===== src/rtl/core/prrts_pkg.sv =====
`default_nettype none
package prrts_pkg;

  localparam int SLOT_COUNT = 16;
  localparam int SLOT_W = $clog2(SLOT_COUNT);
  localparam int CNT_W = $clog2(SLOT_COUNT + 1);

  localparam logic [3:0] PRIO_MAX = 4'd9;
  localparam logic [7:0] SLICE_RESET = 8'd10;
  localparam logic [7:0] USED_MAX = 8'hFF;

  typedef enum logic [2:0] {
    CMD_TICK    = 3'd0,
    CMD_CREATE  = 3'd1,
    CMD_KILL    = 3'd2,
    CMD_SLEEP   = 3'd3,
    CMD_SETPRIO = 3'd4,
    CMD_BLOCK   = 3'd5,
    CMD_UNBLOCK = 3'd6
  } cmd_t;

  typedef enum logic [2:0] {
    SLOT_DEAD     = 3'd0,
    SLOT_READY    = 3'd1,
    SLOT_RUNNING  = 3'd2,
    SLOT_SLEEPING = 3'd3,
    SLOT_BLOCKED  = 3'd4
  } slot_st_t;

  typedef enum logic [1:0] {
    CTL_IDLE,
    CTL_SCAN,
    CTL_APPLY
  } ctl_state_t;

  typedef struct packed {
    slot_st_t    st;
    logic [3:0]  prio;
    logic [7:0]  slice;
    logic [7:0]  used;
    logic [31:0] sleep_left;
  } slot_rec_t;

  function automatic logic [3:0] clamp_prio(input logic [7:0] p);
    return (p > 8'(PRIO_MAX)) ? PRIO_MAX : p[3:0];
  endfunction

  function automatic logic [7:0] slice_for(input logic [7:0] base, input logic [3:0] p);
    return (base > 8'(p)) ? (base - 8'(p)) : 8'd0;
  endfunction

endpackage
`default_nettype wire


===== src/rtl/core/prrts_cell.sv =====
`default_nettype none
module prrts_cell (
  input  wire                  clk,
  input  wire                  rst_n,
  input  wire                  shift_en,
  input  prrts_pkg::slot_rec_t init_rec,
  input  prrts_pkg::slot_rec_t d_in,
  output prrts_pkg::slot_rec_t q
);
  import prrts_pkg::*;

  slot_rec_t rec_r;

  always_ff @(posedge clk) begin
    if (!rst_n) begin
      rec_r <= init_rec;
    end else if (shift_en) begin
      rec_r <= d_in;
    end
  end

  assign q = rec_r;

endmodule
`default_nettype wire


===== src/rtl/core/priority_round_robin_task_scheduler.sv =====
`default_nettype none
// Task slot scheduler. Pulse start while busy is low to issue one command; its
// transaction is answered by a single-cycle out_valid strobe after the write turn,
// and busy is already low in that cycle,
// so the next command may be issued alongside the strobe. The slot records sit
// in a ring of cells that rotates once per cycle while busy: one full turn gathers the
// tick updates and the scheduling choice, a second turn writes the changes.
// The receiver cannot stall, so out_* must be captured when out_valid is high.
module priority_round_robin_task_scheduler (
  input  wire         clk,
  input  wire         rst_n,
  input  wire         start,
  output logic        busy,
  input  wire  [2:0]  in_cmd,
  input  wire  [7:0]  in_task_id,
  input  wire  [7:0]  in_prio_in,
  input  wire  [31:0] in_sleep_len,
  input  wire  [31:0] in_entry_addr,
  input  wire         cfg_wr_en,
  input  wire  [7:0]  cfg_wr_data,
  output logic        out_valid,
  output logic        out_status,
  output logic [3:0]  out_new_id,
  output logic        out_switched,
  output logic [3:0]  out_prev_task,
  output logic [3:0]  out_running_task,
  output logic [31:0] out_tick_total,
  output logic [4:0]  out_live_tasks
);
  import prrts_pkg::*;

  ctl_state_t state_r, state_nxt;
  logic shift_en;
  logic accept;

  slot_rec_t cell_q [SLOT_COUNT];
  slot_rec_t init_rec [SLOT_COUNT];
  slot_rec_t head_upd;

  logic [7:0]        slice_base_r;
  logic [2:0]        cmd_r;
  logic [7:0]        id_r;
  logic [7:0]        prio_r;
  logic [31:0]       sleep_r;
  logic [31:0]       entry_r;
  logic [SLOT_W-1:0] pos_r;
  logic [SLOT_W-1:0] cur_r, cur_nxt;
  logic [31:0]       tick_r;
  logic [CNT_W-1:0]  live_r, live_nxt;

  logic              expired_r, expired_nxt;
  logic              found_r, found_nxt;
  logic [3:0]        best_prio_r, best_prio_nxt;
  logic [SLOT_W:0]   best_gap_r, best_gap_nxt;
  logic [SLOT_W-1:0] best_idx_r, best_idx_nxt;
  logic              dead_found_r, dead_found_nxt;
  logic [SLOT_W-1:0] dead_idx_r, dead_idx_nxt;
  logic              kill_ok_r, kill_ok_nxt;
  logic              kill_err_r, kill_err_nxt;

  logic              last_pos;
  logic              id_ok;
  logic [SLOT_W-1:0] tgt;
  logic              create_ok;
  logic              switch_go;
  logic              status_nxt;
  logic [SLOT_W:0]   ring_gap;
  logic [7:0]        used_inc;

  assign accept   = start && (state_r == CTL_IDLE);
  assign last_pos = (pos_r == SLOT_W'(SLOT_COUNT - 1));
  assign id_ok    = (id_r < 8'(SLOT_COUNT));
  assign tgt      = id_r[SLOT_W-1:0];
  assign create_ok = (live_r < CNT_W'(SLOT_COUNT)) && (entry_r != 32'd0) && dead_found_r;
  assign switch_go = (cmd_r == CMD_TICK) && expired_r && found_r && (best_idx_r != cur_r);

  // Ring of slot cells: cell 0 is the head, the updated head re-enters at the tail.
  genvar k;
  generate
    for (k = 0; k < SLOT_COUNT; k++) begin : g_cell
      always_comb begin
        init_rec[k] = '{st: SLOT_DEAD, prio: 4'd0, slice: 8'd0, used: 8'd0,
                        sleep_left: 32'd0};
        if (k == 0) begin
          init_rec[k].st    = SLOT_RUNNING;
          init_rec[k].slice = SLICE_RESET;
        end
      end
      if (k == SLOT_COUNT - 1) begin : g_tail
        prrts_cell u_cell (
          .clk(clk), .rst_n(rst_n), .shift_en(shift_en), .init_rec(init_rec[k]),
          .d_in(head_upd), .q(cell_q[k])
        );
      end else begin : g_body
        prrts_cell u_cell (
          .clk(clk), .rst_n(rst_n), .shift_en(shift_en), .init_rec(init_rec[k]),
          .d_in(cell_q[k+1]), .q(cell_q[k])
        );
      end
    end
  endgenerate

  always_comb begin
    state_nxt = state_r;
    case (state_r)
      CTL_IDLE:  if (start) state_nxt = CTL_SCAN;
      CTL_SCAN:  if (last_pos) state_nxt = CTL_APPLY;
      CTL_APPLY: if (last_pos) state_nxt = CTL_IDLE;
      default:   state_nxt = CTL_IDLE;
    endcase
  end

  always_comb begin
    busy     = 1'b1;
    shift_en = 1'b0;
    case (state_r)
      CTL_IDLE:  busy = 1'b0;
      CTL_SCAN:  shift_en = 1'b1;
      CTL_APPLY: shift_en = 1'b1;
      default:   busy = 1'b1;
    endcase
  end

  // Head cell update and scan accumulators.
  always_comb begin
    head_upd       = cell_q[0];
    expired_nxt    = expired_r;
    found_nxt      = found_r;
    best_prio_nxt  = best_prio_r;
    best_gap_nxt   = best_gap_r;
    best_idx_nxt   = best_idx_r;
    dead_found_nxt = dead_found_r;
    dead_idx_nxt   = dead_idx_r;
    kill_ok_nxt    = kill_ok_r;
    kill_err_nxt   = kill_err_r;
    used_inc       = (cell_q[0].used == USED_MAX) ? USED_MAX : cell_q[0].used + 8'd1;
    if (pos_r > cur_r) begin
      ring_gap = {1'b0, pos_r} - {1'b0, cur_r} - 1'b1;
    end else begin
      ring_gap = {1'b0, pos_r} + (SLOT_W+1)'(SLOT_COUNT) - {1'b0, cur_r} - 1'b1;
    end

    if (state_r == CTL_SCAN) begin
      if (cmd_r == CMD_TICK) begin
        if (head_upd.st == SLOT_SLEEPING) begin
          if (head_upd.sleep_left != 32'd0) begin
            head_upd.sleep_left = head_upd.sleep_left - 32'd1;
          end
          if (head_upd.sleep_left == 32'd0) begin
            head_upd.st = SLOT_READY;
          end
        end
        if (pos_r == cur_r) begin
          if (used_inc >= head_upd.slice) begin
            expired_nxt   = 1'b1;
            head_upd.used = 8'd0;
          end else begin
            head_upd.used = used_inc;
          end
        end
      end
      // Lowest priority number wins; ties go to the slot nearest after current.
      if (head_upd.st == SLOT_READY) begin
        if (!found_r || (head_upd.prio < best_prio_r) ||
            ((head_upd.prio == best_prio_r) && (ring_gap < best_gap_r))) begin
          found_nxt     = 1'b1;
          best_prio_nxt = head_upd.prio;
          best_gap_nxt  = ring_gap;
          best_idx_nxt  = pos_r;
        end
      end
      if ((cell_q[0].st == SLOT_DEAD) && !dead_found_r) begin
        dead_found_nxt = 1'b1;
        dead_idx_nxt   = pos_r;
      end
    end else if (state_r == CTL_APPLY) begin
      case (cmd_r)
        CMD_TICK: begin
          if (switch_go) begin
            if ((pos_r == cur_r) && (head_upd.st == SLOT_RUNNING)) begin
              head_upd.st = SLOT_READY;
            end
            if (pos_r == best_idx_r) begin
              head_upd.st = SLOT_RUNNING;
            end
          end
        end
        CMD_CREATE: begin
          if (create_ok && (pos_r == dead_idx_r)) begin
            head_upd.st         = SLOT_READY;
            head_upd.prio       = clamp_prio(prio_r);
            head_upd.slice      = slice_for(slice_base_r, clamp_prio(prio_r));
            head_upd.used       = 8'd0;
            head_upd.sleep_left = 32'd0;
          end
        end
        CMD_KILL: begin
          if (id_ok && (pos_r == tgt)) begin
            if ((tgt == '0) || (head_upd.st == SLOT_DEAD)) begin
              kill_err_nxt = 1'b1;
            end else begin
              kill_ok_nxt = 1'b1;
              head_upd.st = SLOT_DEAD;
            end
          end
        end
        CMD_SLEEP: begin
          if (id_ok && (pos_r == tgt) && (head_upd.st != SLOT_DEAD)) begin
            head_upd.sleep_left = sleep_r;
            head_upd.st         = SLOT_SLEEPING;
          end
        end
        CMD_SETPRIO: begin
          if (id_ok && (pos_r == tgt)) begin
            head_upd.prio  = clamp_prio(prio_r);
            head_upd.slice = slice_for(slice_base_r, clamp_prio(prio_r));
          end
        end
        CMD_BLOCK: begin
          if (id_ok && (pos_r == tgt) && (head_upd.st != SLOT_DEAD)) begin
            head_upd.st = SLOT_BLOCKED;
          end
        end
        CMD_UNBLOCK: begin
          if (id_ok && (pos_r == tgt) && (head_upd.st == SLOT_BLOCKED)) begin
            head_upd.st = SLOT_READY;
          end
        end
        default: head_upd = cell_q[0];
      endcase
    end
  end

  always_comb begin
    cur_nxt    = switch_go ? best_idx_r : cur_r;
    live_nxt   = live_r;
    status_nxt = 1'b0;
    case (cmd_r)
      CMD_TICK: status_nxt = 1'b0;
      CMD_CREATE: begin
        status_nxt = !create_ok;
        if (create_ok) live_nxt = live_r + 1'b1;
      end
      CMD_KILL: begin
        status_nxt = !id_ok || kill_err_nxt;
        if (kill_ok_nxt) live_nxt = live_r - 1'b1;
      end
      CMD_SLEEP, CMD_SETPRIO, CMD_BLOCK, CMD_UNBLOCK: status_nxt = !id_ok;
      default: status_nxt = 1'b1;
    endcase
  end

  always_ff @(posedge clk) begin
    if (!rst_n) begin
      state_r      <= CTL_IDLE;
      slice_base_r <= SLICE_RESET;
      pos_r        <= '0;
      cur_r        <= '0;
      tick_r       <= 32'd0;
      live_r       <= CNT_W'(1);
      out_valid    <= 1'b0;
    end else begin
      state_r   <= state_nxt;
      out_valid <= 1'b0;
      if (cfg_wr_en) begin
        slice_base_r <= cfg_wr_data;
      end
      if (shift_en) begin
        pos_r <= last_pos ? '0 : pos_r + 1'b1;
      end
      if (accept && (in_cmd == CMD_TICK)) begin
        tick_r <= tick_r + 32'd1;
      end
      if ((state_r == CTL_APPLY) && last_pos) begin
        cur_r     <= cur_nxt;
        live_r    <= live_nxt;
        out_valid <= 1'b1;
      end
    end
  end

  always_ff @(posedge clk) begin
    if (accept) begin
      cmd_r        <= in_cmd;
      id_r         <= in_task_id;
      prio_r       <= in_prio_in;
      sleep_r      <= in_sleep_len;
      entry_r      <= in_entry_addr;
      expired_r    <= 1'b0;
      found_r      <= 1'b0;
      best_prio_r  <= 4'd0;
      best_gap_r   <= '0;
      best_idx_r   <= '0;
      dead_found_r <= 1'b0;
      dead_idx_r   <= '0;
      kill_ok_r    <= 1'b0;
      kill_err_r   <= 1'b0;
    end else begin
      expired_r    <= expired_nxt;
      found_r      <= found_nxt;
      best_prio_r  <= best_prio_nxt;
      best_gap_r   <= best_gap_nxt;
      best_idx_r   <= best_idx_nxt;
      dead_found_r <= dead_found_nxt;
      dead_idx_r   <= dead_idx_nxt;
      kill_ok_r    <= kill_ok_nxt;
      kill_err_r   <= kill_err_nxt;
    end
    if ((state_r == CTL_APPLY) && last_pos) begin
      out_status       <= status_nxt;
      out_new_id       <= (cmd_r == CMD_CREATE && create_ok) ? 4'(dead_idx_r) : 4'd0;
      out_switched     <= switch_go;
      out_prev_task    <= 4'(cur_r);
      out_running_task <= 4'(cur_nxt);
      out_tick_total   <= tick_r;
      out_live_tasks   <= 5'(live_nxt);
    end
  end

endmodule
`default_nettype wire


===== config.mk =====
export PLATFORM = sky130hd
export DESIGN_NAME = priority_round_robin_task_scheduler
export DESIGN_NICKNAME = d
export VERILOG_FILES = /design/src/rtl/core/prrts_pkg.sv /design/src/rtl/core/prrts_cell.sv /design/src/rtl/core/priority_round_robin_task_scheduler.sv
export SDC_FILE = /design/constraint.sdc
export NUM_CORES = 2
export LEC_CHECK = 0
export ABC_AREA = 1
export CAP_MARGIN = 30
export CORE_ASPECT_RATIO = 0.9
export CORE_MARGIN = 5
export CORE_UTILIZATION = 57
export DETAILED_ROUTE_END_ITERATION = 6
export DONT_BUFFER_PORTS = 1
export PLACE_DENSITY = 0.72
export SYNTH_ARGS = -nofsm -noshare
export SYNTH_HDL_FRONTEND = slang
export SYNTH_SLANG_ARGS = --single-unit
export TNS_END_PERCENT = 20

===== constraint.sdc =====
create_clock -name clk -period 4.3 [get_ports clk]
set_input_delay 0.43 -clock clk [delete_from_list [all_inputs] [get_ports clk]]
set_output_delay 0.43 -clock clk [all_outputs]
set_load 0.1 [all_outputs]

# Yosys cells after proc, flatten, opt, wreduce, memory -nomap -nowiden
# Index checks and enable logic that the tools add are counted.
# word_totals
inputBits,95
elab_cells,248
out_inout_bits,53
register_bits,1092
# op_classes
reduce_logical,39
magnitude_cmp,8
muxes,58
add_sub_neg,12
n_eq_ne,23
# ops
cell,count
2-to-1 mux 32 bit,6
2-to-1 mux 55 bit,2
2-to-1 mux 40 bit,2
one-hot mux 32 bit (2 select lines),1
nonzero test 32 bit,2
2-to-1 mux 8 bit,5
2-to-1 mux 3 bit,13
adder 32 x 1 -> 32 bit (second input constant),1
logical NOT 32 bit,1
subtractor 32 x 1 -> 32 bit (second input constant),1
2-to-1 mux 12 bit,2
one-hot mux 12 bit (2 select lines),1
== test 4 bit,5
one-hot mux 3 bit (6 select lines),1
logical AND 1 bit,16
2-to-1 mux 5 bit,3
subtractor 5 x 1 -> 5 bit (second input constant),3
2-to-1 mux 1 bit,13
== test 3 x 2 -> 1 bit (second input constant),4
== test 3 bit (second input constant),4
2-to-1 mux 4 bit,3
one-hot mux 5 bit (2 select lines),1
logical NOT 3 bit,3
adder 8 x 1 -> 8 bit (second input constant),1
other kinds (34),46

# Longest topological paths before layout
# logic_depth
depth_word,12
ltp_mapped,18
ltp_nobuf,17

# Cells and area by module
# From an unflattened synthesis, not the netlist that was laid out.
# hier_totals
cells_unflattened,5255
hier_area_um2,49846.6
# by_module_without_submodules
module,seq_area_each_um2,area_per_inst_um2,cells_per_inst,instances
prrts_cell,1651.6,2364.8,234,16
priority_round_robin_task_scheduler,5585.4,12010.3,1511,1

# Worst setup path after synthesis
# OpenSTA, ideal clock, no wires.
# synth_timing
kind,register to register
startpoint,register pos_r[3]
endpoint,register cur_r[0]
setup_time_ns,0.115
n_path_buf,1
setup_slack_ns,0.173
arrival_time_ns,4.012
period_less_slack_ns,4.127
t_required_ns,4.185
stages_incl_launch_ff,9
cell_sequence,dfxtp_1 > inv_1 > nor3_1 > inv_1 > nor2_1 > inv_1 > clkbuf_1 > o21ai_0 > inv_1
# synth_via
elab_chain_len,2
# synth_lines
item,line,text
from (decl),priority_round_robin_task_scheduler.sv:46,logic [SLOT_W-1:0] pos_r;
from (signal assigned),priority_round_robin_task_scheduler.sv:269,pos_r <= last_pos ? '0 : pos_r + 1'b1;
== test 4 bit,priority_round_robin_task_scheduler.sv:71,assign last_pos = (pos_r == SLOT_W'(SLOT_COUNT - 1));
logical AND 1 bit,priority_round_robin_task_scheduler.sv:274,if ((state_r == CTL_APPLY) && last_pos) begin
to (signal assigned),priority_round_robin_task_scheduler.sv:275,cur_r <= cur_nxt;
to (decl),priority_round_robin_task_scheduler.sv:47,"logic [SLOT_W-1:0] cur_r, cur_nxt;"
# Every way passes these cells.
# A chain may end at the register's enable or synchronous reset.

# Worst setup path after layout
# layout_timing
startpoint,register pos_r[0]
endpoint,register best_prio_r[3]
# layout_via
elab_chain_len,8
elab_cells_between_ends,11
classes_between,5 x add/sub; 2 x order compare; 1 x mux; 3 x reduce/logical
# layout_lines
item,line,text
adder 4 x 5 -> 5 bit,priority_round_robin_task_scheduler.sv:140,"ring_gap = {1'b0, pos_r} + (SLOT_W+1)'(SLOT_COUNT) - {1'b0, cur_r} - 1'b1;"
subtractor 5 x 4 -> 5 bit,priority_round_robin_task_scheduler.sv:140,
subtractor 5 x 1 -> 5 bit,priority_round_robin_task_scheduler.sv:140,
2-to-1 mux 5 bit (*),priority_round_robin_task_scheduler.sv:137,if (pos_r > cur_r) begin
net ring_gap[4],priority_round_robin_task_scheduler.sv:67,logic [SLOT_W:0] ring_gap;
< comparator 5 bit (*),priority_round_robin_task_scheduler.sv:165,((head_upd.prio == best_prio_r) && (ring_gap < best_gap_r))) begin
logical AND 1 bit (*),priority_round_robin_task_scheduler.sv:165,
logical OR 1 bit (*),priority_round_robin_task_scheduler.sv:164,if (!found_r || (head_upd.prio < best_prio_r) ||
AND reduction 3 bit (no source line) (*),n/a,
to (signal assigned),priority_round_robin_task_scheduler.sv:301,best_prio_r <= best_prio_nxt;
to (decl),priority_round_robin_task_scheduler.sv:53,"logic [3:0] best_prio_r, best_prio_nxt;"
# Mark *: on every way through the listed nets, which the timed path passes. The rest lies on a longest branch.

==> out/qor.txt <==
PLACE
------------------------------------------------------------------------------------------------------
Worst slack at placement                                                                      0.846 ns
Count of port buffers added during placement                                                         0
Final estimated routing congestion in global placement                                           0.953
HPWL Detailed                                                                                 54500 µm

CRITICAL PATH
------------------------------------------------------------------------------------------------------
Data required time of the critical path                                                        4.87 ns
Arrival @ worst endpoint                                                                       4.05 ns
Critical path startpoint category                                                             register
Critical Path, Cell by Cell                                                               ha_1, inv_1, fa_1, o21ai_0, xor2_1, inv_1, ha_1, a21oi_1, o21ai_0, or3_1, a211oi_2, buf_4, nand3_1, nand2_1, nor2_1
Cell with the largest stage delay on the worst path                                       sky130_fd_sc_hd__dfxtp_1
CP max FO                                                                                           15
Slowest stage delay, CP                                                                        0.54 ns
Sort of element at the end of the critical path                                               register
Critical path class                                                                         reg -> reg

STA
------------------------------------------------------------------------------------------------------
Final hold viol count                                                                                0
RSZ-0062 raised after global routing                                                             false
Final critical-path required period                                                            3.48 ns
Measured slew at the worst slew-check pin                                                      1.91 ns
Setup Skew                                                                                   0.0378 ns
Fmax achieved                                                                                  287 MHz
Period utilization                                                                               0.809
Final worst-path setup slack                                                                  0.821 ns
Relative slew margins                                                                           -0.273
Number of max-slew violations in the final report                                                  432
Final setup violation count                                                                          0
Final total negative setup slack                                                                  0 ns

OUTCOME
------------------------------------------------------------------------------------------------------
Violated checks                                                                             slew limit
Outcome                                                                                   complete, but fails checks

SYNTH
------------------------------------------------------------------------------------------------------
Fraction of synthesis flops using an asynchronous set or reset pin                                   0
Synth Register Bits                                                                               1092
Sequential share of the synthesized area                                                         0.557
Synthesized area per cell                                                                     7.94 µm²
Biggest area contributors in the synthesized netlist                                      sky130_fd_sc_hd__dfxtp_1 (46%), sky130_fd_sc_hd__nor2_1 (16%), sky130_fd_sc_hd__o21ai_0 (12%), sky130_fd_sc_hd__edfxtp_1 (9.7%), sky130_fd_sc_hd__clkbuf_1 (2.8%)
Share of Yosys cell area claimed by the top area cell type                                       0.460
Syn Inst Count                                                                                    5250
Total of warnings raised by yosys                                                                    0
Top cell type by total area after synthesis                                               sky130_fd_sc_hd__dfxtp_1
Adder and majority cell fraction of the synthesized area                                        0.0118
Distinct cell type count after synthesis                                                            49
Fraction of the mapped netlist area in compound gates                                            0.159
Multiplexer fraction of the synthesized cell area                                                    0
Area share of xor/xnor cells in the synthesized design                                          0.0111
Top flip-flop cell by instance count after synthesis                                      sky130_fd_sc_hd__dfxtp_1
Mapped Nets                                                                                       5383
Cell area after synthesis                                                                    41700 µm²
Dominant combinational cell family by area after synthesis                                simple AND/OR/NAND/NOR gates
Number of synthesized flops with an enable pin                                                     134
Simple-gate portion of the synthesized area                                                      0.212

POWER AND IR DROP
------------------------------------------------------------------------------------------------------
Worst VDD drop                                                                              0.000618 V
Switching power total                                                                          15.2 mW
Fraction of power consumed by combinational cells                                                0.370
Internal power                                                                                 23.1 mW
Leak Pwr                                                                                       19.5 nW
Proportion of power drawn by the clock network                                                   0.247
Switching power as a share of total power                                                        0.396
Sequential Power Share                                                                           0.383
Total power density per cell area                                                           821 nW/µm²

CLOCKING
------------------------------------------------------------------------------------------------------
Clock transition at the register clock pins on the worst setup and hold paths after CTS        0.07 ns
Clock tree from TritonCTS                                                                        built
Total clock buffers created by CTS                                                                 104
# clock sinks                                                                                     1092
Number of gates given a new drive strength after cts                                                 0
Clock Root Buffer                                                                         sky130_fd_sc_hd__clkbuf_16
Insertion delay of the later-clocked pin in the worst-skew pair                                0.68 ns
Post-CTS Setup Bufs                                                                                  0
H-tree depth reported by CTS                                                                         3
Clk buf depth                                                                                        3

FLOORPLANNING
------------------------------------------------------------------------------------------------------
Total Die Area                                                                               78600 µm²
Area inside the core boundary                                                                72800 µm²
Ports placed on the boundary                                                                       148
Overall die width                                                                               295 µm
Die Y                                                                                           266 µm
Number of standard-cell rows in the floorplan                                                       94
Initial core utilization                                                                         0.572

CELLS AND AREA
------------------------------------------------------------------------------------------------------
Most frequent cells in the layout                                                         sky130_fd_sc_hd__nor2_1 (1741), sky130_fd_sc_hd__o21ai_0 (990), sky130_fd_sc_hd__dfxtp_1 (958)
Fraction of final layout cells with drive strength greater than 1                               0.0488
Most common cell after layout, fill and taps aside                                        sky130_fd_sc_hd__nor2_1
Fin nets                                                                                          5290
Post-Route Utilization                                                                           0.641
Area taken by multi-input logic gates                                                        16400 µm²
Filler Cell Count                                                                                 6184
Area added between synthesis and finish                                                          11.9%
Area occupied by registers                                                                   23200 µm²

MIN PATH
------------------------------------------------------------------------------------------------------
Worst min path class                                                                         in -> reg

GLOBAL ROUTING
------------------------------------------------------------------------------------------------------
Number of antenna violations at the first check in global routing                                    1
Total routing usage reported by global routing                                                   0.233
Largest net degree at the start of global routing                                                  595
Grt ovf                                                                                              0
Wire length of the first global-routing pass                                                 157000 µm
Via count of the first global-routing pass                                                       31000

ROUTE
------------------------------------------------------------------------------------------------------
Via-per-instance ratio                                                                            5.39
DRC marker count from the first detailed-route iteration                                          3079
Count of nets left with antenna violations after detail routing                                      0
Number of optimization iterations in the first detailed-route pass                                   5
Final routed wire length divided by cell count                                                 15.2 µm
Remaining routing DRC violations                                                                     0
Aggregate routed wire length                                                                  94400 µm
Detailed-route via count                                                                         33400

JOB
------------------------------------------------------------------------------------------------------
Max-cap violations                                                                                   0

-- cells by family (layout without fill, tap and decap cells) --
| kind of cell | after synthesis | in the layout |
|---|---|---|
| compound gates | 1296 | 1296 |
| buf+inv | 535 | 527 |
| flops | 1092 | 1092 |
| xor+xnor | 53 | 53 |
| other cells | 0 | 1 |
| simple gates | 2236 | 2236 |
| fa+ha+maj | 38 | 38 |
-- critical path, delay by kind of cell (launching register included) --
family / cells / cell delay (ns)
buf+inv: 3 / 0.38
compound gates: 4 / 0.70
xor+xnor: 1 / 0.21
simple gates: 4 / 0.59
flops: 1 / 0.54
fa+ha+maj: 3 / 0.95
-- cells in the mapped netlist (26+ instances only) --
library cell                  n
sky130_fd_sc_hd__nor2_1    1743
sky130_fd_sc_hd__o21ai_0    990
sky130_fd_sc_hd__dfxtp_1    958
sky130_fd_sc_hd__clkbuf_1   314
sky130_fd_sc_hd__nand2_1    287
sky130_fd_sc_hd__a21oi_1    223
sky130_fd_sc_hd__inv_1      188
sky130_fd_sc_hd__edfxtp_1   134
sky130_fd_sc_hd__nand3_1     98
sky130_fd_sc_hd__xor2_1      44
sky130_fd_sc_hd__ha_1        36
sky130_fd_sc_hd__o211ai_1    29
sky130_fd_sc_hd__nand4_1     26
-- layer usage --
layer,global-route usage,part of all wire,vias up
li1,-,-,17000
met1,0.333,0.47,15500
met2,0.369,0.45,749
met3,0.0354,0.047,186
met4,0.0717,0.029,0
met5,0,0,-
-- repair_timing --
action                     in CTS  in global routing
setup endpoints to repair       0                  0
hold endpoints to repair      389                  0
hold buffers                   99                  0
-- power by group through the flow --
stage	clock network, mW	logic, mW	registers (mW)
after floorplan	0	11.2	14.4
after global placement	0	13.8	14.8
after detailed placement	0	13.9	14.8
after CTS	9.59	14.2	14.6
after global routing	10.1	16.5	15.0
final	9.44	14.2	14.7
-- flip-flops by register name (all words and copies together) (netlist names), 2 cells and up --
signal / flops
out_new_id: 4
out_live_tasks: 5
entry_r: 32
state_r: 2
out_tick_total: 32
out_prev_task: 4
sleep_r: 32
slice_base_r: 8
tick_r: 32
pos_r: 4
live_r: 5
id_r: 8
g_cell.g_tail.u_cell.q: 55
prio_r: 8
best_prio_r: 4
g_cell.g_body.u_cell.q: 825
dead_idx_r: 4
best_gap_r: 5
cmd_r: 3
cur_r: 4
best_idx_r: 4
out_running_task: 4
-- final cells by class --
cell class,instances,share of cell area
Multi-Input combinational cell,3623,0.352
Antenna cell,1,0.0000537
Inverter,196,0.0160
Timing Repair Buffer,140,0.0314
Clock buffer,147,0.0644
Clock inverter,44,0.0124
Tap cell,960,0.0258
Sequential cell,1092,0.498
-- per-stage QoR --
step                std cells  instance area (µm²)  hold WS [ns]  power (mW)
floorplan                5250                41700         0.408        25.6
detailed placement       5911                42000         0.416        28.7
global route             6202                46600        0.0181        41.5
global placement         5910                42000         0.417        28.5
CTS                      6201                46600       0.00298        38.4
finish                   6203                46600        0.0486        38.3
-- path summary, 6_finish.rpt --
| check | from | end | slack [ns] | depth (start not counted) |
|---|---|---|---|---|
| setup / recovery | pos_r[0] | best_prio_r[3] | 0.82 | 15 |
| hold / removal | cfg_wr_en | slice_base_r[0] | 0.05 | 2 |
| setup reg to reg | pos_r[0] | best_prio_r[3] | 0.82 | 15 |
| hold reg to reg | tick_r[27] | out_tick_total[27] | 0.43 | 0 |
Note: power is estimated with default switching activity, not from simulation.
